## config.mk

```make
export PLATFORM = sky130hd
export DESIGN_NAME = crlf_byte_stuffer_flat
export DESIGN_NICKNAME = d
export VERILOG_FILES = /design/src/hw/rtl/crlfs_pkg.sv /design/src/hw/rtl/crlfs_in_if.sv /design/src/hw/rtl/crlfs_out_if.sv /design/src/hw/rtl/crlfs_in_stage.sv /design/src/hw/rtl/crlfs_serializer.sv /design/src/hw/rtl/crlf_byte_stuffer.sv /design/src/flat_wrapper.sv
export SDC_FILE = /design/constraint.sdc
export NUM_CORES = 1
export LEC_CHECK = 0
export BUFFER_PORTS_ARGS = -buffer_cell sky130_fd_sc_hd__buf_2
export CORE_MARGIN = 2
export CORE_UTILIZATION = 57
export CTS_BUF_LIST = sky130_fd_sc_hd__clkbuf_4 sky130_fd_sc_hd__clkbuf_8 sky130_fd_sc_hd__clkbuf_16
export DETAILED_ROUTE_END_ITERATION = 10
export PLACE_DENSITY_LB_ADDON = 0.05
export SLEW_MARGIN = 10
export SYNTH_ARGS = -nofsm -noshare
export SYNTH_HDL_FRONTEND = slang
export SYNTH_HIERARCHICAL = 1
export SYNTH_SLANG_ARGS = --single-unit
```

## constraint.sdc

```tcl
create_clock -name i_clk -period 4.62 [get_ports i_clk]
set_clock_uncertainty 0.05 [all_clocks]
set_input_delay 0.693 -clock i_clk [delete_from_list [all_inputs] [get_ports i_clk]]
set_output_delay 0.693 -clock i_clk [all_outputs]
set_load 0.02 [all_outputs]
```

## src/hw/rtl/crlfs_pkg.sv

```systemverilog
// ----------------------------------------------------------------------------
// crlfs_pkg
// Shared codes, beat group type and stuffing functions for the CRLF stuffer.
// ----------------------------------------------------------------------------
package crlfs_pkg;

    localparam logic [7:0] CH_CR   = 8'h0D;
    localparam logic [7:0] CH_LF   = 8'h0A;
    localparam logic [7:0] CH_ESC  = 8'hDB;
    localparam logic [7:0] CH_CRLF = 8'hDC;
    localparam logic [7:0] CH_EESC = 8'hDD;

    // Up to three output beats produced by one input beat
    typedef struct packed {
        logic [2:0][7:0] bytes;
        logic [1:0]      count;
        logic            last;
    } t_group;

    // Build the output beats for one input byte given the held-CR flag
    function automatic t_group f_stuff(input logic pend, input logic [7:0] b,
                                       input logic last);
        t_group     g;
        logic [1:0] k;
        g    = '0;
        k    = 2'd0;
        g.last = last;
        if (pend && (b == CH_LF)) begin
            g.bytes[0] = CH_ESC;
            g.bytes[1] = CH_CRLF;
            k          = 2'd2;
        end else begin
            // flush a held CR that did not start a pair
            if (pend) begin
                g.bytes[0] = CH_CR;
                k          = 2'd1;
            end
            if (b == CH_CR) begin
                if (last) begin
                    g.bytes[k] = CH_CR;
                    k          = k + 2'd1;
                end
            end else if (b == CH_ESC) begin
                g.bytes[k]        = CH_ESC;
                g.bytes[k + 2'd1] = CH_EESC;
                k                 = k + 2'd2;
            end else begin
                g.bytes[k] = b;
                k          = k + 2'd1;
            end
        end
        g.count = k;
        return g;
    endfunction

    // Held-CR flag after one input byte
    function automatic logic f_next_pending(input logic [7:0] b, input logic last);
        return (b == CH_CR) && !last;
    endfunction

endpackage

```

## src/hw/rtl/crlfs_in_if.sv

```systemverilog
// ----------------------------------------------------------------------------
// crlfs_in_if
// Raw byte channel into the stuffer.
// ----------------------------------------------------------------------------
interface crlfs_in_if;
    logic       valid;
    logic       ready;
    logic [7:0] data_byte;
    logic       last_byte;

    modport source (output valid, output data_byte, output last_byte, input ready);
    modport sink   (input valid, input data_byte, input last_byte, output ready);
endinterface

```

## src/hw/rtl/crlfs_out_if.sv

```systemverilog
// ----------------------------------------------------------------------------
// crlfs_out_if
// Stuffed byte channel out of the stuffer.
// ----------------------------------------------------------------------------
interface crlfs_out_if;
    logic       valid;
    logic       ready;
    logic [7:0] out_byte;
    logic       out_last;

    modport source (output valid, output out_byte, output out_last, input ready);
    modport sink   (input valid, input out_byte, input out_last, output ready);
endinterface

```

## src/hw/rtl/crlfs_in_stage.sv

```systemverilog
// ----------------------------------------------------------------------------
// crlfs_in_stage
// Input register, held-CR state and stuffing decode into a beat group.
// ----------------------------------------------------------------------------
module crlfs_in_stage (
    input  logic                i_clk,
    input  logic                i_rst_n,
    input  logic                i_valid,
    output logic                o_ready,
    input  logic [7:0]          i_data_byte,
    input  logic                i_last_byte,
    input  logic                i_grp_free,
    output logic                o_grp_load,
    output crlfs_pkg::t_group   o_grp
);
    import crlfs_pkg::*;

    logic       r_valid;
    logic [7:0] r_data;
    logic       r_last;
    logic       r_pending_cr;
    logic       n_pending_cr;

    // Hand the registered beat on when the serializer has room
    assign o_grp_load   = r_valid && i_grp_free;
    assign o_ready      = !r_valid || o_grp_load;
    assign o_grp        = f_stuff(r_pending_cr, r_data, r_last);
    assign n_pending_cr = f_next_pending(r_data, r_last);

    // Capture the input beat
    always_ff @(posedge i_clk) begin
        if (!i_rst_n) begin
            r_valid <= 1'b0;
        end else if (o_ready) begin
            r_valid <= i_valid;
        end
    end

    always_ff @(posedge i_clk) begin
        if (o_ready && i_valid) begin
            r_data <= i_data_byte;
            r_last <= i_last_byte;
        end
    end

    // Advance the held-CR flag as each beat is decoded
    always_ff @(posedge i_clk) begin
        if (!i_rst_n) begin
            r_pending_cr <= 1'b0;
        end else if (o_grp_load) begin
            r_pending_cr <= n_pending_cr;
        end
    end
endmodule

```

## src/hw/rtl/crlfs_serializer.sv

```systemverilog
// ----------------------------------------------------------------------------
// crlfs_serializer
// Result register holding one beat group and emitting it a beat per cycle while the output is ready.
// ----------------------------------------------------------------------------
module crlfs_serializer (
    input  logic                i_clk,
    input  logic                i_rst_n,
    input  logic                i_grp_load,
    input  crlfs_pkg::t_group   i_grp,
    output logic                o_grp_free,
    output logic                o_valid,
    input  logic                i_ready,
    output logic [7:0]          o_out_byte,
    output logic                o_out_last
);
    import crlfs_pkg::*;

    logic [2:0][7:0] r_bytes;
    logic [1:0]      r_cnt;
    logic [1:0]      r_idx;
    logic            r_last;
    logic            w_take;
    logic            w_final;

    assign o_valid    = (r_cnt != 2'd0);
    assign w_take     = o_valid && i_ready;
    assign w_final    = (r_idx == (r_cnt - 2'd1));
    assign o_grp_free = !o_valid || (w_take && w_final);
    assign o_out_byte = r_bytes[r_idx];
    assign o_out_last = r_last && w_final;

    // Load a new group, step through it, drop it after its final beat
    always_ff @(posedge i_clk) begin
        if (!i_rst_n) begin
            r_cnt <= 2'd0;
            r_idx <= 2'd0;
        end else if (i_grp_load) begin
            r_cnt <= i_grp.count;
            r_idx <= 2'd0;
        end else if (w_take && w_final) begin
            r_cnt <= 2'd0;
            r_idx <= 2'd0;
        end else if (w_take) begin
            r_idx <= r_idx + 2'd1;
        end
    end

    always_ff @(posedge i_clk) begin
        if (i_grp_load) begin
            r_bytes <= i_grp.bytes;
            r_last  <= i_grp.last;
        end
    end
endmodule

```

## src/hw/rtl/crlf_byte_stuffer.sv

```systemverilog
// Path: an accepted input beat goes through the input register, then the
// serializer register. Throughput: one input beat per cycle while the output
// is ready; an escape (DB DD, DB DC) or a flushed CR ahead of a byte holds
// the input while the serializer emits extra beats, one output beat per cycle.
// Reset: synchronous active-low; clears the held-CR flag and both stages.
// ----------------------------------------------------------------------------
// crlf_byte_stuffer
// Escapes a byte stream for a CRLF-terminated serial link.
// ----------------------------------------------------------------------------
module crlf_byte_stuffer (
    input  logic   i_clk,
    input  logic   i_rst_n,
    crlfs_in_if.sink    i_in_ch,
    crlfs_out_if.source o_out_ch
);
    import crlfs_pkg::*;

    t_group w_grp;
    logic   w_grp_load;
    logic   w_grp_free;

    // Register and decode the input beat
    crlfs_in_stage u_in_stage (
        .i_clk       (i_clk),
        .i_rst_n     (i_rst_n),
        .i_valid     (i_in_ch.valid),
        .o_ready     (i_in_ch.ready),
        .i_data_byte (i_in_ch.data_byte),
        .i_last_byte (i_in_ch.last_byte),
        .i_grp_free  (w_grp_free),
        .o_grp_load  (w_grp_load),
        .o_grp       (w_grp)
    );

    // Emit the stuffed beats
    crlfs_serializer u_serializer (
        .i_clk      (i_clk),
        .i_rst_n    (i_rst_n),
        .i_grp_load (w_grp_load),
        .i_grp      (w_grp),
        .o_grp_free (w_grp_free),
        .o_valid    (o_out_ch.valid),
        .i_ready    (o_out_ch.ready),
        .o_out_byte (o_out_ch.out_byte),
        .o_out_last (o_out_ch.out_last)
    );
endmodule
```

## src/flat_wrapper.sv

```systemverilog
// flat-port wrapper written by rule: the top's interface ports become plain ports
module crlf_byte_stuffer_flat import crlfs_pkg::*;
  (i_clk, i_rst_n, i_in_ch_valid, i_in_ch_data_byte, i_in_ch_last_byte, i_in_ch_ready, o_out_ch_valid, o_out_ch_out_byte, o_out_ch_out_last, o_out_ch_ready);
  crlfs_in_if i_in_ch_i ();
  crlfs_out_if o_out_ch_i ();
  input  logic i_clk;
  input  logic i_rst_n;
  input wire logic [$bits(i_in_ch_i.valid)-1:0] i_in_ch_valid;
  input wire logic [$bits(i_in_ch_i.data_byte)-1:0] i_in_ch_data_byte;
  input wire logic [$bits(i_in_ch_i.last_byte)-1:0] i_in_ch_last_byte;
  output wire logic [$bits(i_in_ch_i.ready)-1:0] i_in_ch_ready;
  output wire logic [$bits(o_out_ch_i.valid)-1:0] o_out_ch_valid;
  output wire logic [$bits(o_out_ch_i.out_byte)-1:0] o_out_ch_out_byte;
  output wire logic [$bits(o_out_ch_i.out_last)-1:0] o_out_ch_out_last;
  input wire logic [$bits(o_out_ch_i.ready)-1:0] o_out_ch_ready;
  assign i_in_ch_i.valid = i_in_ch_valid;
  assign i_in_ch_i.data_byte = i_in_ch_data_byte;
  assign i_in_ch_i.last_byte = i_in_ch_last_byte;
  assign i_in_ch_ready = i_in_ch_i.ready;
  assign o_out_ch_valid = o_out_ch_i.valid;
  assign o_out_ch_out_byte = o_out_ch_i.out_byte;
  assign o_out_ch_out_last = o_out_ch_i.out_last;
  assign o_out_ch_i.ready = o_out_ch_ready;
  crlf_byte_stuffer u_core (.i_clk(i_clk), .i_rst_n(i_rst_n), .i_in_ch(i_in_ch_i), .o_out_ch(o_out_ch_i));
endmodule
```

Word level (Yosys, flattened, before mapping)
Cells that the tools add are included.

word-level totals
  register bits = 40
  bits of input ports = 13
  output and inout port bits = 11
  logic and storage cells = 70

cells by class
  add/sub/neg operators = 4
  order comparisons = 5
  equal/unequal tests = 4
  mux-type cells = 20
  bitwise operators = 10
  reductions and logical operators = 17

operators by type and width
  operator                                              number
  two-way mux 24 bit                                    3
  demux 8 bit (select 2 bit)                            2
  two-way mux 8 bit                                     4
  bitwise mux 24 bit                                    1
  OR 18 bit                                             1
  OR 6 x 18 -> 18 bit                                   1
  binary-select mux 8 bit (select 2 bit)                1
  equality test 8 x 4 -> 1 bit (second input constant)  2
  AND 5 x 15 -> 15 bit                                  1
  inverter 15 bit                                       1
  two-way mux 2 bit                                     7
  inverter 6 bit                                        2
  logical AND 1 bit                                     9
  < comparator 2 x 3 -> 1 bit (second input constant)   3
  OR 3 x 9 -> 9 bit                                     1
  equality test 8 bit (second input constant)           1
  AND 2 x 6 -> 6 bit                                    1
  AND 6 bit                                             1
  adder 2 x 1 -> 2 bit (second input constant)          2
  >= comparator 2 x 1 -> 1 bit (second input constant)  2
  two-way mux 4 bit                                     1
  nonzero test 2 bit                                    2
  logical NOT 1 bit                                     3
  OR reduction 3 bit                                    1
  6 further kinds                                       7

Longest topological paths before layout
Gate-level depths: netlist (run 1).

  depth in word-level cells = 12
  mapped depth = 10
  gate-level depth less buffers = 10

Modules after synthesis
Netlist (run 1), hierarchy kept.

by module, submodules not included
  module            times used  cells an instance  area an instance (µm²)  seq. area each (µm²)
  crlfs_serializer  1           83                 1,168.6                 830.8
  crlfs_in_stage    1           84                 753.2                   310.3

Least setup slack after synthesis (run 1)
Ideal clock, no wire load.

  path kind = reg2reg
  start = reg u_core.u_serializer.r_cnt[0]
  end = reg u_core.u_serializer.r_idx[0]
  setup time = 0.128 ns
  arrival = 2.126 ns
  data required time = 4.442 ns
  path slack = 2.315 ns
  stages on the path, launching flop included = 11
  buffers on the path = 0
  clock period less this slack = 2.305 ns
  path through = dfxtp_1 -> inv_1 -> ha_1 -> xnor2_1 -> nor2_1 -> a21o_1 -> nand2_1 -> inv_1 -> nor2b_1 -> nand3_1 -> o31ai_1

between the ends
  cells in the longest elaborated chain, start to end = 6
  elaborated cells on any way between the ends = 9
  those cells by class = add/sub: 1; eq/ne: 1; reduce/logical: 7

ends and longest elaborated chain
  what                                                                    line                                            text
  start: declaration                                                      crlfs_serializer.sv:19                          logic [1:0] r_cnt;
  start signal: assignment                                                crlfs_serializer.sv:38                          r_cnt <= i_grp.count;
  subtractor 2 x 1 -> 2 bit / nonzero test 2 bit (equally long branches)  crlfs_serializer.sv:27, crlfs_serializer.sv:25
  equality test 2 bit / logical AND 1 bit (equally long branches)         crlfs_serializer.sv:27, crlfs_serializer.sv:26
  logical AND 1 bit                                                       crlfs_serializer.sv:28                          assign o_grp_free = !o_valid || (w_take && w_final);
  logical OR 1 bit *                                                      crlfs_serializer.sv:28
  via u_core.w_grp_free                                                   crlf_byte_stuffer.sv:20                         logic w_grp_free;
  logical AND 1 bit *                                                     crlfs_in_stage.sv:25                            assign o_grp_load = r_valid && i_grp_free;
  via u_core.w_grp_load                                                   crlf_byte_stuffer.sv:19                         logic w_grp_load;
  OR reduction 3 bit (no line) *                                          n/a
  end signal: assignment                                                  crlfs_serializer.sv:44                          r_idx <= r_idx + 2'd1;
  end: declaration                                                        crlfs_serializer.sv:20                          logic [1:0] r_idx;

Mark *: on every way through the listed nets, which the timed path passes. The rest lies on a longest branch.
A chain may end at the register's enable or synchronous reset.

Worst setup path in the final report (run 1)
  start = reg u_core.u_serializer.r_idx[1]
  end = out i_in_ch_ready

between the ends
  cells in the longest elaborated chain, start to end = 5

ends and longest elaborated chain
  what                   line                     text
  equality test 2 bit    crlfs_serializer.sv:27   assign w_final = (r_idx == (r_cnt - 2'd1));
  logical AND 1 bit      crlfs_serializer.sv:28
  logical OR 1 bit       crlfs_serializer.sv:28
  via u_core.w_grp_free  crlf_byte_stuffer.sv:20
  logical AND 1 bit      crlfs_in_stage.sv:25
  logical OR 1 bit       crlfs_in_stage.sv:26     assign o_ready = !r_valid || o_grp_load;
  end: declaration       flat_wrapper.sv:11       output wire logic [$bits(i_in_ch_i.ready)-1:0] i_in_ch_ready;

The timed path passes the listed nets, and every way through them passes these cells.

==> qor.csv, run 1 <==
metric;value;unit
first-pass GRT wire length;4740;µm
Max rail drop VDD;140;µV
Crit. End Element;primary output;
Worst Setup Path Type;register to primary output;
Leak;0.782;nW
min-delay worst type;register to register;
area grow syn2layout;7.49;%
post-synthesis cell count;167;
crit-path max FO;13;
fmax;342;MHz
type of origin of the critical path;register;
PostCTS Resize Cnt;0;
cts bufs inserted;5;
Final setup viols;0;
IO buf count;23;
post-synth cell types;38;
most common cell after layout, fill and taps aside;edfxtp_1;
final WL;3060;µm
post-CTS setup buffer count;0;
most frequent cells in the layout;edfxtp_1, buf_2, nand2_1, o21ai_0, inv_1;
Main synth FF type;edfxtp_1;
row count;21;
Slew headroom;33.7;%
outcome;complete, no violations;
Cell Pwr Density;311;mW/mm²
CTS Sinks;40;
Tcrit/Tclk final;63.2;%
worst-skew pair later-pin latency;0.35;ns
Required @ worst endpoint;3.88;ns
DRT Pass-1 Iters;4;
Worst Path Arrival;2.18;ns
CTS Root Cell;clkbuf_4;
layout cells sized above 1;18.4;%
Wirelength per Cell;13.2;µm
initial antenna violation count;0;
synth warn;6;
Reg clk slew, reported paths;0.12;ns
Vias;1204;
Mapped Avg Cell Area;11.5;µm²
nets;202;
Routed Antenna Nets;0;
Vias/cell;5.21;
Final Hold Vio Count;0;
I/O Pins;24;
final routed DRC violation total;0;
number of enable flip-flop cells after synthesis;34;
Async S/R FF share, synth;0;%
die height;62.1;µm
fill count;276;
register area share after synthesis;59.4;%
post-DP HPWL;2240;µm
TritonCTS clock tree;done;
Overflow after GRT;0;
die width;62.1;µm
Core ar.;0.00328;mm²
Max Slew Vio Count;0;
Cell Area, Synth;0.00192;mm²
CTS hold repair buffers;0;
gr usage total;17.6;%
largest net degree at the start of global routing;30;
number of diodes;0;
unrepaired setup endpoints after global routing;false;
Worst Tran Pin Value;0.993;ns
Pwr Total;642;µW
# H-tree levels;2;
maxcap violations;0;
minimum clock period;2.92;ns
Starting DRT DRC Count;64;
Die Area;0.00385;mm²
setup tns final;0;ns
Initial Utilization;58.5;%
vias in the first global route;1044;
Placer Congestion;0.826;
Seq cells post-synth;40;
Max Root-Sink Buffers;2;
stage by stage:
step / worst slack, ns / hold WS [ns] / util [%] / cells / area, µm²
finish: 1.70 / 0.458 / 62.9 / 231 / 2070
floorplan: 2.32 / 0.401 / - / 168 / 1930
global route: 1.43 / 0.427 / 62.9 / 231 / 2070
global placement: 1.98 / 0.411 / 61.2 / 223 / 2010
CTS: 1.71 / 0.435 / 62.9 / 231 / 2070
detailed placement: 1.76 / 0.447 / 61.2 / 223 / 2010
final timing paths:
kind                                                   from                                         to  slack [ns]  cells after the start
setup / recovery  u_core/u_serializer/r_idx[1]$_SDFFE_PP0P_                              i_in_ch_ready        1.70                      5
hold reg to reg   u_core/u_serializer/r_cnt[1]$_SDFFE_PN0P_  u_core/u_serializer/r_cnt[1]$_SDFFE_PN0P_        0.46                      2
hold / removal    u_core/u_serializer/r_cnt[1]$_SDFFE_PN0P_  u_core/u_serializer/r_cnt[1]$_SDFFE_PN0P_        0.46                      2
setup reg to reg  u_core/u_serializer/r_idx[1]$_SDFFE_PP0P_  u_core/u_serializer/r_cnt[1]$_SDFFE_PN0P_        1.72                      8
power by group:
group	total, mW	switching [mW]	internal, mW
registers	0.418	0.00987	0.408
logic	0.0515	0.0322	0.0192
clock network	0.173	0.115	0.0584
total	0.642	0.157	0.486
state kept, by name, indices dropped and copies added, names as in the netlist:
name	count
u_core/u_serializer/r_last	1
u_core/u_in_stage/r_last	1
u_core/u_serializer/r_idx	2
u_core/u_serializer/r_bytes	24
u_core/u_in_stage/r_pending_cr	1
u_core/u_in_stage/r_data	8
u_core/u_serializer/r_cnt	2
u_core/u_in_stage/r_valid	1
cell type report:
cell class | instances | area [µm²] | share of cell area, %
flip-flops and latches | 40 | 1140 | 55.2
multi-input cells | 101 | 647 | 31.3
repair buffers | 23 | 115 | 5.57
well taps | 46 | 57.6 | 2.79
inverters | 13 | 48.8 | 2.36
clock buffers | 5 | 37.5 | 1.82
clock inverters | 3 | 18.8 | 0.909
worst max-delay path, cell delays in order, from the launching register on:
cell and delay (ns):
dfxtp_1 0.74, xnor2_1 0.26, nor2_1 0.32, a21o_1 0.18, nand2b_1 0.15, buf_2 0.18
cells in the mapped netlist (2+ instances only):
| cell type | n | area, µm² |
|---|---|---|
| ha_1 | 5 | 62.6 |
| a21oi_1 | 4 | 20.0 |
| dfxtp_1 | 6 | 120 |
| nand2b_1 | 3 | 18.8 |
| nor2b_1 | 4 | 25.0 |
| buf_4 | 8 | 60.1 |
| or4_1 | 2 | 15.0 |
| o211a_1 | 2 | 20.0 |
| o21ai_0 | 15 | 75.1 |
| o311ai_1 | 2 | 17.5 |
| mux2i_1 | 9 | 90.1 |
| edfxtp_1 | 34 | 1020 |
| nor2_1 | 4 | 15.0 |
| and2_1 | 6 | 37.5 |
| a21boi_1 | 2 | 15.0 |
| o21ai_1 | 4 | 20.0 |
| xnor2_1 | 2 | 17.5 |
| inv_1 | 13 | 48.8 |
| nand2_1 | 21 | 78.8 |
| clkbuf_1 | 3 | 11.3 |
routing by layer:
metal	wire length, µm	vias to the layer above	track usage [%]
li1	-	615	-
met4	68	0	8.21
met2	1430	37	26.0
met3	151	7	5.59
met1	1410	545	23.6
met5	0	-	0
kinds of logic (layout without fill, tap and decap cells):
family / after synthesis / in the layout / synth area share (%)
buf+inv: 27 / 44 / 7.16
flops: 40 / 40 / 59.4
mux: 9 / 9 / 4.69
simple gates: 48 / 48 / 13.1
other cells: 1 / 2 / 0.195
fa+ha+maj: 5 / 5 / 3.26
compound gates: 35 / 35 / 11.3
xor+xnor: 2 / 2 / 0.912
No activity file was read; power rests on OpenSTA's default activity.
==> run 2: changes to the inputs <==
CORE_UTILIZATION = 52   (was 57)
clock period = 2.5 ns   (was 4.62 ns; I/O delays follow)
==> run 2 against run 1 <==
Non-clock buffer count up 4; first-iteration DRC count is 30% lower; combinational power grew 100%; design area is 7.1% higher; critical endpoint unchanged.
==> qor.csv, run 2 (synthesized netlist as in run 1, its figures left out) <==
metric;value;unit;change
CTS Sinks;40;;unchanged
Worst Path Arrival;1.94;ns;-0.24 ns
most frequent cells in the layout;edfxtp_1, buf_2, nand2_1, o21ai_0, inv_1;;
Starting DRT DRC Count;45;;-30%
Placer Congestion;0.789;;-4.4%
crit-path max FO;4;;-9
final core occ;61.4;%;-1.5 points
fmax;423;MHz;
Worst Setup Path Type;register to primary output;;
type of origin of the critical path;register;;
minimum clock period;2.37;ns;
Required @ worst endpoint;2.08;ns;-1.80 ns
Crit. End Element;primary output;;
CTS Root Cell;clkbuf_8;;
Vias;1235;;+2.6%
Final setup viols;0;;unchanged
Worst Hold End;u_core/u_in_stage/r_data[1]$_DFFE_PP_;;
CTS hold repair buffers;0;;unchanged
Max Slew Vio Count;0;;unchanged
die height;64.8;µm;+4.4%
PostCTS Resize Cnt;0;;unchanged
vias in the first global route;1211;;+16%
Initial Utilization;53.3;%;-5.2 points
# H-tree levels;2;;unchanged
Final Hold Vio Count;0;;unchanged
Core ar.;0.00361;mm²;+9.8%
first-pass GRT wire length;5340;µm;+13%
most common cell after layout, fill and taps aside;edfxtp_1;;
TritonCTS clock tree;done;;
gr usage total;16.7;%;-0.83 points
Max rail drop VDD;440;µV;+210%
Max Root-Sink Buffers;2;;unchanged
post-CTS setup buffer count;0;;unchanged
Worst Tran Pin Value;0.582;ns;-0.411 ns
initial antenna violation count;0;;unchanged
slowest cell on the critical path;dfxtp_1;;
final WL;3130;µm;+2.2%
Reg2Reg Depth;3;;-5
Slew headroom;60.7;%;+27 points
largest net degree at the start of global routing;27;;-10%
IO buf count;23;;unchanged
final non-filler cell total;237;;+2.6%
cts bufs inserted;5;;unchanged
number of diodes;0;;unchanged
row count;22;;+4.8%
die width;64.8;µm;+4.4%
Leak;0.850;nW;+8.8%
unrepaired setup endpoints after global routing;false;;
Routed Antenna Nets;0;;unchanged
setup slack, reg-to-reg;0.22;ns;-1.50 ns
DRT Pass-1 Iters;4;;unchanged
Largest stage delay, worst path;0.37;ns;-0.37 ns
Cell Pwr Density;717;mW/mm²;+130%
Overflow after GRT;0;;unchanged
hold path depth;1;;-1
worst-skew pair later-pin latency;0.28;ns;-0.07 ns
min-delay src;i_in_ch_data_byte[1];;
area grow syn2layout;15.2;%;
Tcrit/Tclk final;94.6;%;
Reg clk slew, reported paths;0.07;ns;-0.05 ns
Die Area;0.00420;mm²;+9.0%
nets;206;;+2.0%
maxcap violations;0;;unchanged
placed cells;229;;+2.7%
Top Registers;u_core/u_serializer/r_bytes: 24 flops, u_core/u_in_stage/r_data: 8 flops;;
min-delay worst type;primary input to register;;
I/O Pins;24;;unchanged
R2R Path Start;u_core/u_in_stage/r_data[4]$_DFFE_PP_;;
setup tns final;0;ns;unchanged
CP cell instances;inv_1 > ha_1 > xnor2_1 > nor2_1 > a21o_1 > nand2b_1 > buf_2;;
Reg with most FFs;u_core/u_serializer/r_bytes;;
max reg flops;24;;unchanged
Pwr Total;1.59;mW;+150%
Wirelength per Cell;13.2;µm;-0.36%
layout cells sized above 1;20.1;%;+1.7 points
outcome;complete, no violations;;
Hold Slack;0.214;ns;-0.244 ns
worst r2r dst;u_core/u_serializer/r_bytes[18]$_DFFE_PP_;;
final routed DRC violation total;0;;unchanged
post-DP HPWL;2310;µm;+2.9%
Vias/cell;5.21;;about the same
-- run 2: changes by cell type in the layout (fill, tap and decap cells not counted) --
cell,previous run,this run
clkbuf_4,5,0
clkinv_2,2,0
buf_12,0,1
clkinv_4,1,0
bufinv_16,0,3
buf_4,0,3
clkbuf_8,0,5
-- run 2: metrics by stage --
stage | setup WS [ns] | area (µm²)
5_1_grt | 0.00326 | 2210
3_5_place_dp | 0.231 | 2050
6_report | 0.135 | 2210
4_1_cts | 0.141 | 2210
3_3_place_gp | 0.271 | 2050
2_1_floorplan | 0.195 | 1930
-- run 2: worst max path at each step --
stage | cells past startpoint | start | slack (ns) | to
finish | 7 | u_core/u_serializer/r_cnt[0]$_SDFFE_PN0P_ | 0.13 | i_in_ch_ready
global route | 7 | u_core/u_serializer/r_cnt[0]$_SDFFE_PN0P_ | 0.003 | i_in_ch_ready
CTS | 7 | u_core/u_serializer/r_cnt[0]$_SDFFE_PN0P_ | 0.14 | i_in_ch_ready
detailed placement | 3 | u_core/u_in_stage/r_data[4]$_DFFE_PP_ | 0.23 | u_core/u_serializer/r_bytes[20]$_DFFE_PP_
global placement | 3 | u_core/u_in_stage/r_data[4]$_DFFE_PP_ | 0.27 | u_core/u_serializer/r_bytes[23]$_DFFE_PP_
floorplan | 10 | u_core/u_serializer/r_cnt[0]$_SDFFE_PN0P_ | 0.20 | u_core/u_serializer/r_idx[0]$_SDFFE_PP0P_
-- run 2: per-layer routing --
metal	wire, µm	global-route usage, %	share of wire (%)	vias to the layer above
li1	-	-	-	621
met1	1490	21.4	48	580
met2	1460	27.8	47	28
met3	110	3.65	3.5	6
met4	57	6.38	1.8	0
met5	0	0	0	-
-- run 2: area by class of cell --
| type | instances | area [µm²] |
|---|---|---|
| fill | 293 | 1390 |
| inverter | 13 | 48.8 |
| timing repair buffer | 27 | 158 |
| clock buffer | 5 | 68.8 |
| tap | 48 | 60.1 |
| sequential | 40 | 1140 |
| clock inverter | 3 | 90.1 |
| multi-input combinational | 101 | 647 |
-- run 2: power breakdown --
group	total [mW]	internal [mW]	switching, mW
sequential	0.770	0.754	0.0164
clock	0.714	0.499	0.215
combinational	0.104	0.0407	0.0628
-- run 2: critical path: cells and delay by family, from the launching register on --
| family | cells | cell delay (ns) |
|---|---|---|
| AOI/OAI and AO/OA | 1 | 0.22 |
| and+or+nand+nor | 2 | 0.31 |
| buffers and inverters | 2 | 0.23 |
| adders and majority gates | 1 | 0.30 |
| xor gates and xnor gates | 1 | 0.24 |
| DFF | 1 | 0.37 |
==> run 3: changes to the inputs <==
CORE_ASPECT_RATIO = 0.9   (was unset)
==> run 3 against run 2 <==
Via count rose by 2.1%; first-iteration DRC count rose by 120%; final cell count fell by 1.7%; core utilization rose by 0.50 points; critical path type unchanged; largest cell class unchanged; largest power group unchanged; highest routed layer unchanged.
==> qor.csv, run 3 (synthesized netlist as in run 1, its figures left out) <==
metric;value;unit;change
outcome;complete, no violations;;
nets;206;;unchanged
Routed Antenna Nets;0;;unchanged
CTS hold repair buffers;0;;unchanged
Pwr Total;1.30;mW;-18%
unrepaired setup endpoints after global routing;false;;
minimum clock period;2.36;ns;-0.000402 ns
gr usage total;18.3;%;+1.5 points
layout cells sized above 1;19.6;%;-0.53 points
row count;20;;-9.1%
most frequent cells in the layout;edfxtp_1, buf_2, nand2_1, o21ai_0, inv_1;;
min-delay worst type;primary input to register;;
hold path depth;1;;unchanged
Final Hold Vio Count;0;;unchanged
Wirelength per Cell;14.6;µm;+10%
Reg with most FFs;u_core/u_serializer/r_bytes;;
Placer Congestion;0.873;;+11%
area grow syn2layout;11.2;%;
Worst Tran Pin Value;0.645;ns;+0.0635 ns
min-delay src;i_in_ch_data_byte[3];;
largest net degree at the start of global routing;28;;+3.7%
Cell Pwr Density;607;mW/mm²;-15%
Final setup viols;0;;unchanged
number of diodes;0;;unchanged
Max Slew Vio Count;0;;unchanged
placed inst area;0.00205;mm²;-0.24%
Initial Utilization;55.7;%;+2.4 points
placed cells;225;;-1.7%
initial antenna violation count;0;;unchanged
Die Area;0.00420;mm²;about the same
worst r2r dst;u_core/u_serializer/r_cnt[1]$_SDFFE_PN0P_;;
Overflow after GRT;0;;unchanged
final routed DRC violation total;0;;unchanged
R2R Path Start;u_core/u_in_stage/r_data[4]$_DFFE_PP_;;
Hold Slack;0.211;ns;-0.00311 ns
Worst Hold End;u_core/u_in_stage/r_data[3]$_DFFE_PP_;;
Place WS;0.199;ns;-0.0321 ns
Vias;1261;;+2.1%
vias in the first global route;1159;;-4.3%
cts bufs inserted;5;;unchanged
# H-tree levels;2;;unchanged
Slew headroom;56.9;%;-3.8 points
post-CTS setup buffer count;0;;unchanged
Worst Setup Path Type;register to primary output;;
fill count;289;;-1.4%
most common cell after layout, fill and taps aside;edfxtp_1;;
first-pass GRT wire length;5400;µm;+1.2%
die width;68.1;µm;+5.1%
Vias/cell;5.41;;+3.9%
setup tns final;0;ns;unchanged
DRT Pass-1 Iters;4;;unchanged
Crit. End Element;primary output;;
Starting DRT DRC Count;101;;+120%
final non-filler cell total;233;;-1.7%
crit-path max FO;4;;unchanged
Leak;0.818;nW;-3.7%
TritonCTS clock tree;done;;
Required @ worst endpoint;2.08;ns;about the same
IO buf count;23;;unchanged
Core ar.;0.00345;mm²;-4.2%
Top Registers;u_core/u_serializer/r_bytes: 24 flops, u_core/u_in_stage/r_data: 8 flops;;
Tcrit/Tclk final;94.6;%;about the same
CTS Sinks;40;;unchanged
Final WS setup;0.135;ns;+0.000402 ns
PostCTS Resize Cnt;0;;unchanged
post-route cell area;0.00214;mm²;-3.4%
worst-skew pair later-pin latency;0.28;ns;about the same
I/O Pins;24;;unchanged
Worst Path Arrival;1.94;ns;about the same
max reg flops;24;;unchanged
post-DP HPWL;2440;µm;+6.0%
setup slack, reg-to-reg;0.15;ns;-0.07 ns
type of origin of the critical path;register;;
Max Root-Sink Buffers;2;;unchanged
final core occ;61.9;%;+0.50 points
final WL;3390;µm;+8.6%
Reg clk slew, reported paths;0.07;ns;about the same
CTS Root Cell;clkbuf_8;;
Max rail drop VDD;368;µV;-16%
fmax;423;MHz;about the same
die height;61.7;µm;-4.8%
Reg2Reg Depth;6;;+3
maxcap violations;0;;unchanged
[run 3: how the worst max path moves through the flow]
stage                     slack [ns]                                   endpoint                                 startpoint
after floorplan                 0.20  u_core/u_serializer/r_idx[0]$_SDFFE_PP0P_  u_core/u_serializer/r_cnt[0]$_SDFFE_PN0P_
after global placement          0.27  u_core/u_serializer/r_bytes[22]$_DFFE_PP_      u_core/u_in_stage/r_data[4]$_DFFE_PP_
after detailed placement        0.20  u_core/u_serializer/r_bytes[19]$_DFFE_PP_      u_core/u_in_stage/r_data[4]$_DFFE_PP_
after CTS                       0.13                              i_in_ch_ready  u_core/u_serializer/r_cnt[0]$_SDFFE_PN0P_
after global routing           0.005                              i_in_ch_ready  u_core/u_serializer/r_cnt[0]$_SDFFE_PN0P_
final                           0.14                              i_in_ch_ready  u_core/u_serializer/r_cnt[0]$_SDFFE_PN0P_
[run 3: worst max-delay path: stages, from the launching register on]
cell and delay [ns]:
dfxtp_1 0.37, inv_1 0.06, ha_1 0.29, xnor2_1 0.24, nor2_1 0.14, a21o_1 0.22
nand2b_1 0.17, buf_2 0.17
[run 3: metal layers]
metal / global-route usage (%) / share of wire [%] / vias up
met2: 30.0 / 47 / 39
met1: 23.5 / 47 / 595
met4: 7.71 / 1.3 / 0
met3: 4.39 / 4.8 / 5
li1: - / - / 622
met5: 0 / 0 / -
[run 3: cell type report]
class	count	area (µm²)	area share, %
flip-flops and latches	40	1140	53.4
multi-input cells	101	647	30.3
repair buffers	27	158	7.38
clock buffers	7	83.8	3.92
well taps	44	55.1	2.58
inverters	13	48.8	2.28
clock inverters	1	3.75	0.176
[run 3: power by group]
part           switching, mW  leakage, nW  internal, mW  total (mW)
combinational         0.0637        0.386        0.0407       0.104
clock                  0.207       0.0467         0.216       0.423
sequential            0.0160        0.385         0.754       0.770
